===== src/hdl/tes_pkg.sv =====
// Shared types, constants and arithmetic helpers for the truss element stiffness block.
package tes_pkg;

   localparam int DATA_W   = 32;
   localparam int ENTRY_W  = 48;
   localparam int DIFF_W   = DATA_W + 1;
   localparam int MAG_W    = DATA_W + 1;
   localparam int SUMSQ_W  = 2 * MAG_W + 2;
   localparam int ROOT_W   = 34;
   localparam int REM_W    = ROOT_W + 3;
   localparam int DIV_W    = 64;
   localparam int COS_W    = 31;
   localparam int COS_FRAC = 30;
   localparam int PM_W     = 2 * COS_W;
   localparam int MUL_W    = 33;
   localparam int ACC_W    = 128;
   localparam int PROD_SH  = 2 * COS_FRAC;
   localparam int HI_W     = ACC_W - PROD_SH;
   localparam int NPAIR    = 6;
   localparam int NCOL     = 6;
   localparam logic [2:0] LAST_ROW = 3'd5;
   localparam logic [2:0] LAST_PAIR = 3'd5;

   typedef logic signed [ENTRY_W-1:0] tes_entry_type;

   typedef struct packed {
      logic signed [DATA_W-1:0] x_start;
      logic signed [DATA_W-1:0] x_end;
      logic signed [DATA_W-1:0] y_start;
      logic signed [DATA_W-1:0] y_end;
      logic signed [DATA_W-1:0] z_start;
      logic signed [DATA_W-1:0] z_end;
      logic        [DATA_W-1:0] youngs_modulus;
      logic        [DATA_W-1:0] cross_area;
      logic signed [DATA_W-1:0] axial_preload;
   } tes_req_type;

   typedef struct packed {
      logic [2:0]    row_index;
      tes_entry_type entry_col0;
      tes_entry_type entry_col1;
      tes_entry_type entry_col2;
      tes_entry_type entry_col3;
      tes_entry_type entry_col4;
      tes_entry_type entry_col5;
      logic          zero_length;
      logic          last_row;
   } tes_rsp_type;

   // Classified element as it waits between front and engine
   typedef struct packed {
      logic [DIFF_W-1:0] dx;
      logic [DIFF_W-1:0] dy;
      logic [DIFF_W-1:0] dz;
      logic [DATA_W-1:0] youngs_modulus;
      logic [DATA_W-1:0] cross_area;
      logic [DATA_W-1:0] axial_preload;
      logic              zero;
   } tes_item_type;

   // Unique entries of the same-side and cross 3x3 blocks, symmetric pair order
   typedef struct packed {
      tes_entry_type [NPAIR-1:0] same_blk;
      tes_entry_type [NPAIR-1:0] cross_blk;
      logic                      zero;
   } tes_matrix_type;

   typedef enum logic [2:0] {
      ENG_IDLE,
      ENG_SQ,
      ENG_SQRT,
      ENG_EA,
      ENG_DIV,
      ENG_MUL,
      ENG_FIN
   } tes_eng_state_type;

   function automatic logic [MAG_W-1:0] mag_of(input logic [DIFF_W-1:0] d);
      logic [MAG_W-1:0] r;
      r = d[DIFF_W-1] ? (~d + 1'b1) : d;
      return r;
   endfunction

   function automatic logic [1:0] pair_i(input logic [2:0] p);
      logic [1:0] r;
      case (p)
         3'd0, 3'd1, 3'd2: r = 2'd0;
         3'd3, 3'd4:       r = 2'd1;
         default:          r = 2'd2;
      endcase
      return r;
   endfunction

   function automatic logic [1:0] pair_j(input logic [2:0] p);
      logic [1:0] r;
      case (p)
         3'd0:       r = 2'd0;
         3'd1, 3'd3: r = 2'd1;
         default:    r = 2'd2;
      endcase
      return r;
   endfunction

   function automatic logic [2:0] pair_of(input logic [1:0] i, input logic [1:0] j);
      logic [2:0] r;
      case ({i, j})
         4'b0000:          r = 3'd0;
         4'b0001, 4'b0100: r = 3'd1;
         4'b0010, 4'b1000: r = 3'd2;
         4'b0101:          r = 3'd3;
         4'b0110, 4'b1001: r = 3'd4;
         4'b1010:          r = 3'd5;
         default:          r = 3'd0;
      endcase
      return r;
   endfunction

   function automatic logic pair_diag(input logic [2:0] p);
      return (p == 3'd0) || (p == 3'd3) || (p == 3'd5);
   endfunction

   // Signed entry from sign and magnitude, clamped to the entry range
   function automatic tes_entry_type from_mag(input logic neg, input logic [HI_W-1:0] m);
      logic [HI_W-1:0] lim;
      tes_entry_type   r;
      lim = {{(HI_W-ENTRY_W+1){1'b0}}, {(ENTRY_W-1){1'b1}}};
      if (neg) begin
         if (m > lim) r = {1'b1, {(ENTRY_W-1){1'b0}}};
         else r = -tes_entry_type'({1'b0, m[ENTRY_W-2:0]});
      end else begin
         if (m > lim) r = {1'b0, {(ENTRY_W-1){1'b1}}};
         else r = tes_entry_type'({1'b0, m[ENTRY_W-2:0]});
      end
      return r;
   endfunction

   function automatic tes_entry_type sat_add(input tes_entry_type a, input tes_entry_type b);
      logic [ENTRY_W:0] s;
      tes_entry_type    r;
      s = {a[ENTRY_W-1], a} + {b[ENTRY_W-1], b};
      case (s[ENTRY_W:ENTRY_W-1])
         2'b01:   r = {1'b0, {(ENTRY_W-1){1'b1}}};
         2'b10:   r = {1'b1, {(ENTRY_W-1){1'b0}}};
         default: r = s[ENTRY_W-1:0];
      endcase
      return r;
   endfunction

   function automatic tes_entry_type neg_sat(input tes_entry_type v);
      tes_entry_type r;
      if (v == {1'b1, {(ENTRY_W-1){1'b0}}}) r = {1'b0, {(ENTRY_W-1){1'b1}}};
      else r = -v;
      return r;
   endfunction

endpackage


===== src/hdl/tes_front.sv =====
// Front end: accepts elements, forms node differences and the zero-length flag, queues them.
module tes_front
   import tes_pkg::*;
(
   input  logic         clock,
   input  logic         reset,
   input  logic         push,
   output logic         full,
   input  tes_req_type  req,
   output logic         item_valid,
   output tes_item_type item,
   input  logic         item_take
);

   logic [1:0]   count_ff, count_in;
   logic         wr_ptr_ff, wr_ptr_in;
   logic         rd_ptr_ff, rd_ptr_in;
   tes_item_type slot_ff [2];
   tes_item_type cls;
   logic         accept;

   // Classify: per-axis differences, exact in one extra bit
   always_comb begin
      cls.dx = {req.x_end[DATA_W-1], req.x_end} - {req.x_start[DATA_W-1], req.x_start};
      cls.dy = {req.y_end[DATA_W-1], req.y_end} - {req.y_start[DATA_W-1], req.y_start};
      cls.dz = {req.z_end[DATA_W-1], req.z_end} - {req.z_start[DATA_W-1], req.z_start};
      cls.youngs_modulus = req.youngs_modulus;
      cls.cross_area     = req.cross_area;
      cls.axial_preload  = req.axial_preload;
      cls.zero = (cls.dx == '0) && (cls.dy == '0) && (cls.dz == '0);
   end

   assign full       = (count_ff == 2'd2);
   assign accept     = push && !full;
   assign item_valid = (count_ff != 2'd0);
   assign item       = slot_ff[rd_ptr_ff];

   // Advance pointers and occupancy
   always_comb begin
      wr_ptr_in = wr_ptr_ff;
      rd_ptr_in = rd_ptr_ff;
      count_in  = count_ff;
      if (accept) wr_ptr_in = ~wr_ptr_ff;
      if (item_take) rd_ptr_in = ~rd_ptr_ff;
      case ({accept, item_take})
         2'b10:   count_in = count_ff + 2'd1;
         2'b01:   count_in = count_ff - 2'd1;
         default: count_in = count_ff;
      endcase
   end

   always_ff @(posedge clock) begin
      if (reset) begin
         count_ff  <= 2'd0;
         wr_ptr_ff <= 1'b0;
         rd_ptr_ff <= 1'b0;
      end else begin
         count_ff  <= count_in;
         wr_ptr_ff <= wr_ptr_in;
         rd_ptr_ff <= rd_ptr_in;
      end
   end

   // Hold queued payload
   always_ff @(posedge clock) begin
      if (accept) slot_ff[wr_ptr_ff] <= cls;
   end

endmodule


===== config.mk =====
export PLATFORM = sky130hd
export DESIGN_NAME = tes_front
export DESIGN_NICKNAME = d
export VERILOG_FILES = /design/src/hdl/tes_pkg.sv /design/src/hdl/tes_front.sv
export SDC_FILE = /design/constraint.sdc
export NUM_CORES = 1
export LEC_CHECK = 0
export ABC_CLOCK_PERIOD_IN_PS = 13900
export BUFFER_PORTS_ARGS = -buffer_cell sky130_fd_sc_hd__buf_2
export CELL_PAD_IN_SITES_DETAIL_PLACEMENT = 1
export CELL_PAD_IN_SITES_GLOBAL_PLACEMENT = 2
export CORE_MARGIN = 4
export CORE_UTILIZATION = 36
export CTS_BUF_LIST = sky130_fd_sc_hd__clkbuf_16
export CTS_CLUSTER_SIZE = 28
export DETAILED_ROUTE_END_ITERATION = 8
export MAX_ROUTING_LAYER = met4
export PLACE_DENSITY = 0.78
export SETUP_SLACK_MARGIN = 0.02
export SLEW_MARGIN = 20
export SYNTH_ARGS = -nofsm -noshare
export SYNTH_HDL_FRONTEND = slang
export SYNTH_SLANG_ARGS = --single-unit

===== constraint.sdc =====
create_clock -name clock -period 13.9 [get_ports clock]
set_clock_uncertainty 0.15 [all_clocks]
set_input_delay 1.39 -clock clock [delete_from_list [all_inputs] [get_ports clock]]
set_output_delay 1.39 -clock clock [all_outputs]
set_load 0.02 [all_outputs]

==> flow_metrics.py, run 1 <==
metrics = {
    "place": {
        "io_buffers": 489,
        "gp_congestion": 0.859,
        "dp_hpwl_um": 47200,
    },
    "drt": {
        "topRoutingLayerUsed": "met4",
        "met1Wirelength_um": 25600,
        "wl_met3_um": 3590,
        "drc": 0,
        "viasPerCell": 5.13,
        "dr.pass1.iters": 5,
        "met2_length_um": 30000,
        "routed_wl_um": 60100,
        "num_vias": 13900,
        "drtIter0Drc": 636,
        "routedWlPerCell_um": 22.2,
        "ant_nets": 0,
    },
    "floorplanning": {
        "die_y_um": 242,
        "die_w_um": 242,
        "start_util": 0.366,
        "coreArea_um2": 54000,
        "pin_count": 490,
        "rows": 85,
        "dieArea_um2": 58700,
    },
    "power_and_ir_drop": {
        "swShare": 0.305,
        "ir_drop_mv": 0.101,
        "internal-power_mw": 2.40,
        "clockPowerShare": 0.297,
        "p_switching_mw": 1.05,
        "seq_power_share": 0.452,
        "power.share.combinational": 0.252,
        "p_per_area_nw_per_um2": 142,
        "power.leakage_nw": 9.86,
    },
    "critical_path": {
        "reg2reg_slack_ns": 10.69,
        "cp.required_ns": 14.17,
        "critPathSlowestCell": "or4b_2",
        "cp_top_family": "simple AND/OR/NAND/NOR gates",
        "cp.depth": 15,
        "critical-path-max-stage-delay_ns": 0.66,
        "cpMostUsedCell": "a211oi_1",
        "startpoint": "req[224]",
        "arrival_ns": 5.80,
        "cp_max_fo": 3,
        "cp_cell_sequence": "buf_2 -> inv_1 -> ha_1 -> fa_1 -> nand2b_1 -> a211oi_1 -> o41ai_2 -> a211oi_1 -> o22a_1 -> xor2_1 -> nor4_1 -> or4b_2 -> nor3_1 -> nand3_1 -> and4bb_1",
        "r2r_start": "count_ff[0]",
        "worstSetupEndpointType": "register",
        "start_kind": "input port",
        "rr_worst_depth": 5,
        "crit_type": "in2reg",
        "path_buf_inv": 2,
    },
    "clock_network": {
        "numCtsBuffers": 43,
        "cts_tree": "built",
        "ctsHtreeMaxLevel": 2,
        "cts.path.max_buffers": 3,
        "postCtsSetupRepairBufs": 0,
        "cts_root_buf": "clkbuf_16",
        "clkSinkCount": 397,
        "clk_latency_ns": 0.56,
        "cts.reportedPaths.clkPinSlew_ns": 0.06,
        "cts_hold_buf": 0,
        "ctsResizeCount": 0,
    },
    "timing": {
        "rsz0062_at_grt": "false",
        "setup-violations-final": 0,
        "drv_slew": 0,
        "fin_crit_sh": 0.398,
        "min_period_ns": 5.53,
        "worst_slew_pin_slew_ns": 1.08,
        "max_freq_ghz": 0.181,
        "finalHoldViolations": 0,
        "setup_tns_ns": 0,
        "slew_headroom": 0.280,
        "timing.hold.ws_ns": 0.370,
    },
    "flow_run": {
        "cap_violations": 0,
    },
    "final_layout": {
        "area_growth_pct": 23.0,
        "final_nets": 2356,
        "n_fill_cell": 5747,
        "drive_above_1_share": 0.386,
    },
    "synth": {
        "ys_top_cells_by_count": "392 x edfxtp_1, 196 x mux2_2, 125 x inv_1",
        "synth_top_area_frac": 0.596,
        "syn_area_um2": 19800,
        "synth_warnings": 0,
        "async_reset_ff_frac": 0,
        "synth.net_count": 1852,
        "yosys_register_bits": 397,
        "yosysMostFrequentCell": "edfxtp_1",
        "synthCells": 1460,
        "synth_edf_count": 392,
        "avgSynthCellArea_um2": 13.5,
        "ys_seq_area_frac": 0.601,
        "synth_flop_cell": "edfxtp_1",
        "yosysTopAreaCell": "edfxtp_1",
        "synthTopCellsByArea": "edfxtp_1 60%, mux2_2 11%, ha_1 6.1%",
        "yosysUniqueCellTypes": 80,
    },
    "grt": {
        "grt_max_degree": 72,
        "antenna_found_initial": 10,
        "grtUsageTotal": 0.205,
        "grt.overflow.total": 0,
        "grt_pass1_vias": 14800,
        "grt_pass1_wl_um": 90100,
    },
    "min_path": {
        "hold_depth": 2,
        "holdCritStartpoint": "rd_ptr_ff",
        "hold_class": "reg2reg",
    },
    "status": {
        "status": "completed",
    },
}
-- cell type report --
cell class / count / area (um^2) / area share
inverters: 125 / 469 / 0.0193
flip-flops and latches: 397 / 11900 / 0.489
diodes: 9 / 22.5 / 0.000927
clock inverters: 34 / 168 / 0.00690
clock buffers: 44 / 1100 / 0.0453
repair buffers: 497 / 2510 / 0.103
multi-input cells: 900 / 7280 / 0.300
well taps: 696 / 871 / 0.0358
-- state kept, by name, indices dropped and copies added (netlist names), named ones only --
| name | flops |
|---|---|
| count_ff | 2 |
| rd_ptr_ff | 1 |
| slot_ff | 392 |
| wr_ptr_ff | 1 |
-- power groups by stage --
stage / registers, mW / clock network, mW / logic (mW)
after floorplan: 1.60 / 0 / 0.551
after global placement: 1.58 / 0 / 0.870
after detailed placement: 1.59 / 0 / 0.881
after CTS: 1.56 / 1.06 / 0.885
after global routing: 1.57 / 1.11 / 0.943
final: 1.56 / 1.02 / 0.870
-- metrics by stage --
step / setup WS [ns] / util / std cells / total power, mW / instance area [um^2]
after CTS: 8.39 / 0.449 / 2693 / 3.51 / 24300
after global placement: 7.94 / 0.426 / 2615 / 2.45 / 23000
after floorplan: 3.39 / - / 1460 / 2.15 / 19800
final: 8.37 / 0.450 / 2702 / 3.45 / 24300
after detailed placement: 7.83 / 0.426 / 2615 / 2.47 / 23000
after global routing: 8.06 / 0.450 / 2702 / 3.63 / 24300
-- cell families after synthesis --
family,after synthesis,share of synthesized area
xor+xnor,91,0.0403
flops,397,0.601
simple gates,253,0.0644
buf+inv,163,0.0312
mux,197,0.112
compound gates,259,0.0865
fa+ha+maj,100,0.0645
-- worst register-to-register path: stages (launching register included) --
cell	delay, ns
dfxtp_1	0.38
nand2b_1	0.17
nand2_1	0.14
nor2_4	0.64
buf_4	0.51
buf_4	0.76
-- cells in the final DEF, fill, tap and decap left out, types with 7 or more instances in the layout --
cell         n
a211oi_1     8
a21o_1      22
a21oi_1     98
a31oi_1     11
and2_1       7
buf_2      489
buf_4        8
clkbuf_16   44
clkinv_1    10
diode_2      9
edfxtp_1   392
ha_1        97
inv_1      139
mux2_2     196
nand2_1     72
nand2b_1     8
nand3_1     20
nand4_1     15
nor2_1      52
nor2b_1      8
nor3_1      21
nor4_1      10
o21a_1      16
o21ai_0     38
o21bai_1    10
or3_1       10
xnor2_1     58
xor2_1      33
-- metal layers --
layer | up-vias | GRT usage
li1 | 6512 | -
met1 | 6879 | 0.252
met2 | 402 | 0.349
met3 | 58 | 0.0487
met4 | 0 | 0.0381
met5 | - | -
-- path summary, 6_finish.rpt --
check                         end
setup / recovery    slot_ff[1][0]
hold / removal           register
setup reg to reg  slot_ff[0][121]
hold reg to reg          register
Note: power is estimated with default switching activity, not from simulation.
==> run 2, diff against run 1 <==
--- a/config.mk
+++ b/config.mk
@@ -5,7 +5,7 @@
 export SDC_FILE = /design/constraint.sdc
 export NUM_CORES = 1
 export LEC_CHECK = 0
-export ABC_CLOCK_PERIOD_IN_PS = 13900
+export ABC_CLOCK_PERIOD_IN_PS = 5390
 export BUFFER_PORTS_ARGS = -buffer_cell sky130_fd_sc_hd__buf_2
 export CELL_PAD_IN_SITES_DETAIL_PLACEMENT = 1
 export CELL_PAD_IN_SITES_GLOBAL_PLACEMENT = 2
==> constraint.sdc (replaced) <==
create_clock -name clock -period 5.39 [get_ports clock]
set_clock_uncertainty 0.15 [all_clocks]
set_input_delay 0.539 -clock clock [delete_from_list [all_inputs] [get_ports clock]]
set_output_delay 0.539 -clock clock [all_outputs]
set_load 0.02 [all_outputs]
==> flow_metrics.py, run 2 (synthesis gave the netlist of run 1 again) <==
metrics = {
    "clock_network": {
        "cts_root_buf": "clkbuf_16",
        "ctsResizeCount": 0,
        "clk_latency_ns": 0.57,
        "numCtsBuffers": 44,
        "cts_hold_buf": 86,
        "cts.reportedPaths.clkPinSlew_ns": 0.06,
        "cts.path.max_buffers": 3,
        "postCtsSetupRepairBufs": 0,
        "ctsHtreeMaxLevel": 2,
        "cts_tree": "built",
        "clkSinkCount": 397,
    },
    "flow_run": {
        "cap_violations": 0,
    },
    "grt": {
        "grtUsageTotal": 0.213,
        "grt.overflow.total": 0,
        "antenna_found_initial": 16,
        "grt_max_degree": 107,
        "grt_pass1_wl_um": 93900,
        "grt_pass1_vias": 15400,
    },
    "final_layout": {
        "mostFrequentLayoutCells": "489 x buf_2, 392 x edfxtp_1, 196 x mux2_2",
        "n_fill_cell": 5743,
        "biggestRegsByFlops": "slot_ff x392, count_ff x2",
        "top_register": "slot_ff",
        "drive_above_1_share": 0.372,
        "mostFrequentLayoutCell": "buf_2",
        "largest_register_ffs": 392,
        "final_nets": 2445,
        "area_growth_pct": 28.0,
        "postLayoutCellArea_um2": 25300,
    },
    "power_and_ir_drop": {
        "p_total_mw": 9.12,
        "power.leakage_nw": 10.3,
        "p_per_area_nw_per_um2": 361,
        "ir_drop_mv": 0.239,
    },
    "timing": {
        "max_freq_ghz": 0.217,
        "slew_headroom": 0.372,
        "min_period_ns": 4.61,
        "finalHoldViolations": 0,
        "setup-violations-final": 0,
        "rsz0062_at_grt": "false",
        "setup_tns_ns": 0,
        "drv_slew": 0,
        "worst_slew_pin_slew_ns": 0.943,
        "fin_crit_sh": 0.855,
    },
    "floorplanning": {
        "dieArea_um2": 58700,
        "die_w_um": 242,
        "rows": 85,
        "pin_count": 490,
        "start_util": 0.366,
        "die_y_um": 242,
        "coreArea_um2": 54000,
    },
    "critical_path": {
        "start_kind": "input port",
        "cp.required_ns": 5.68,
        "cp_cell_sequence": "buf_2 -> inv_1 -> ha_1 -> fa_1 -> nand2b_1 -> a211oi_1 -> o41ai_2 -> a211oi_1 -> o22a_1 -> xor2_1 -> nor4_1 -> or4b_2 -> nor3_1 -> nand3_1 -> and4bb_1",
        "cpMostUsedCell": "a211oi_1",
        "crit_type": "in2reg",
        "arrival_ns": 4.90,
        "critical-path-max-stage-delay_ns": 0.68,
        "reg2reg_slack_ns": 2.92,
        "cp_max_fo": 3,
        "worstSetupEndpointType": "register",
        "critPathSlowestCell": "or4b_2",
    },
    "place": {
        "dp_hpwl_um": 47500,
        "place_area_um2": 23100,
        "io_buffers": 489,
        "gp_congestion": 0.858,
    },
    "drt": {
        "routed_wl_um": 62500,
        "drc": 0,
        "dr.pass1.iters": 5,
        "viasPerCell": 5.10,
        "ant_nets": 0,
        "drtIter0Drc": 680,
        "routedWlPerCell_um": 22.3,
        "num_vias": 14300,
    },
    "min_path": {
        "hold_class": "in2reg",
    },
    "status": {
        "status": "completed",
    },
}
[run 2: cell type report]
class	count	area (um^2)	share of cell area
clock inverters	34	203	0.00802
inverters	125	469	0.0186
multi-input cells	900	7280	0.288
repair buffers	585	3420	0.135
diodes	15	37.5	0.00148
clock buffers	45	1130	0.0445
well taps	696	871	0.0344
flip-flops and latches	397	11900	0.470
[run 2: metal layers]
layer	vias to the layer above	global-route usage	routed length [um]
li1	6684	-	-
met1	7042	0.260	26400
met2	448	0.363	31200
met3	78	0.0483	3550
met4	0	0.0487	1290
met5	-	-	0
[run 2: critical path, delay by kind of cell]
| kind | cells | cell delay, ns |
|---|---|---|
| and+or+nand+nor | 6 | 2.03 |
| AOI/OAI and AO/OA | 4 | 1.35 |
| adders and majority gates | 2 | 0.63 |
| xor gates and xnor gates | 1 | 0.21 |
| buffers and inverters | 2 | 0.10 |
[run 2: final timing paths]
check | start | endpoint | depth (start not counted)
max | req[224] | slot_ff[0][0] | 15
min | req[8] | slot_ff[0][9] | 1
max reg2reg | count_ff[0] | slot_ff[0][161] | 4
min reg2reg | count_ff[1] | count_ff[1] | 2
[run 2: power breakdown]
group	switching, mW	internal [mW]	total, mW	leakage (nW)
clock	1.22	1.57	2.78	0.696
sequential	0.105	3.92	4.02	3.71
combinational	1.47	0.841	2.31	5.86
total	2.79	6.33	9.12	10.3
[run 2: stage by stage]
step	utilization	hold slack, ns	worst slack (ns)	instances
final	0.468	0.0297	0.781	2797
after global routing	0.468	0.00331	0.570	2797
after CTS	0.467	0.000879	0.861	2782
after detailed placement	0.427	0.348	0.268	2617
after global placement	0.427	0.326	0.331	2617
after floorplan	-	0.311	1.06	1460
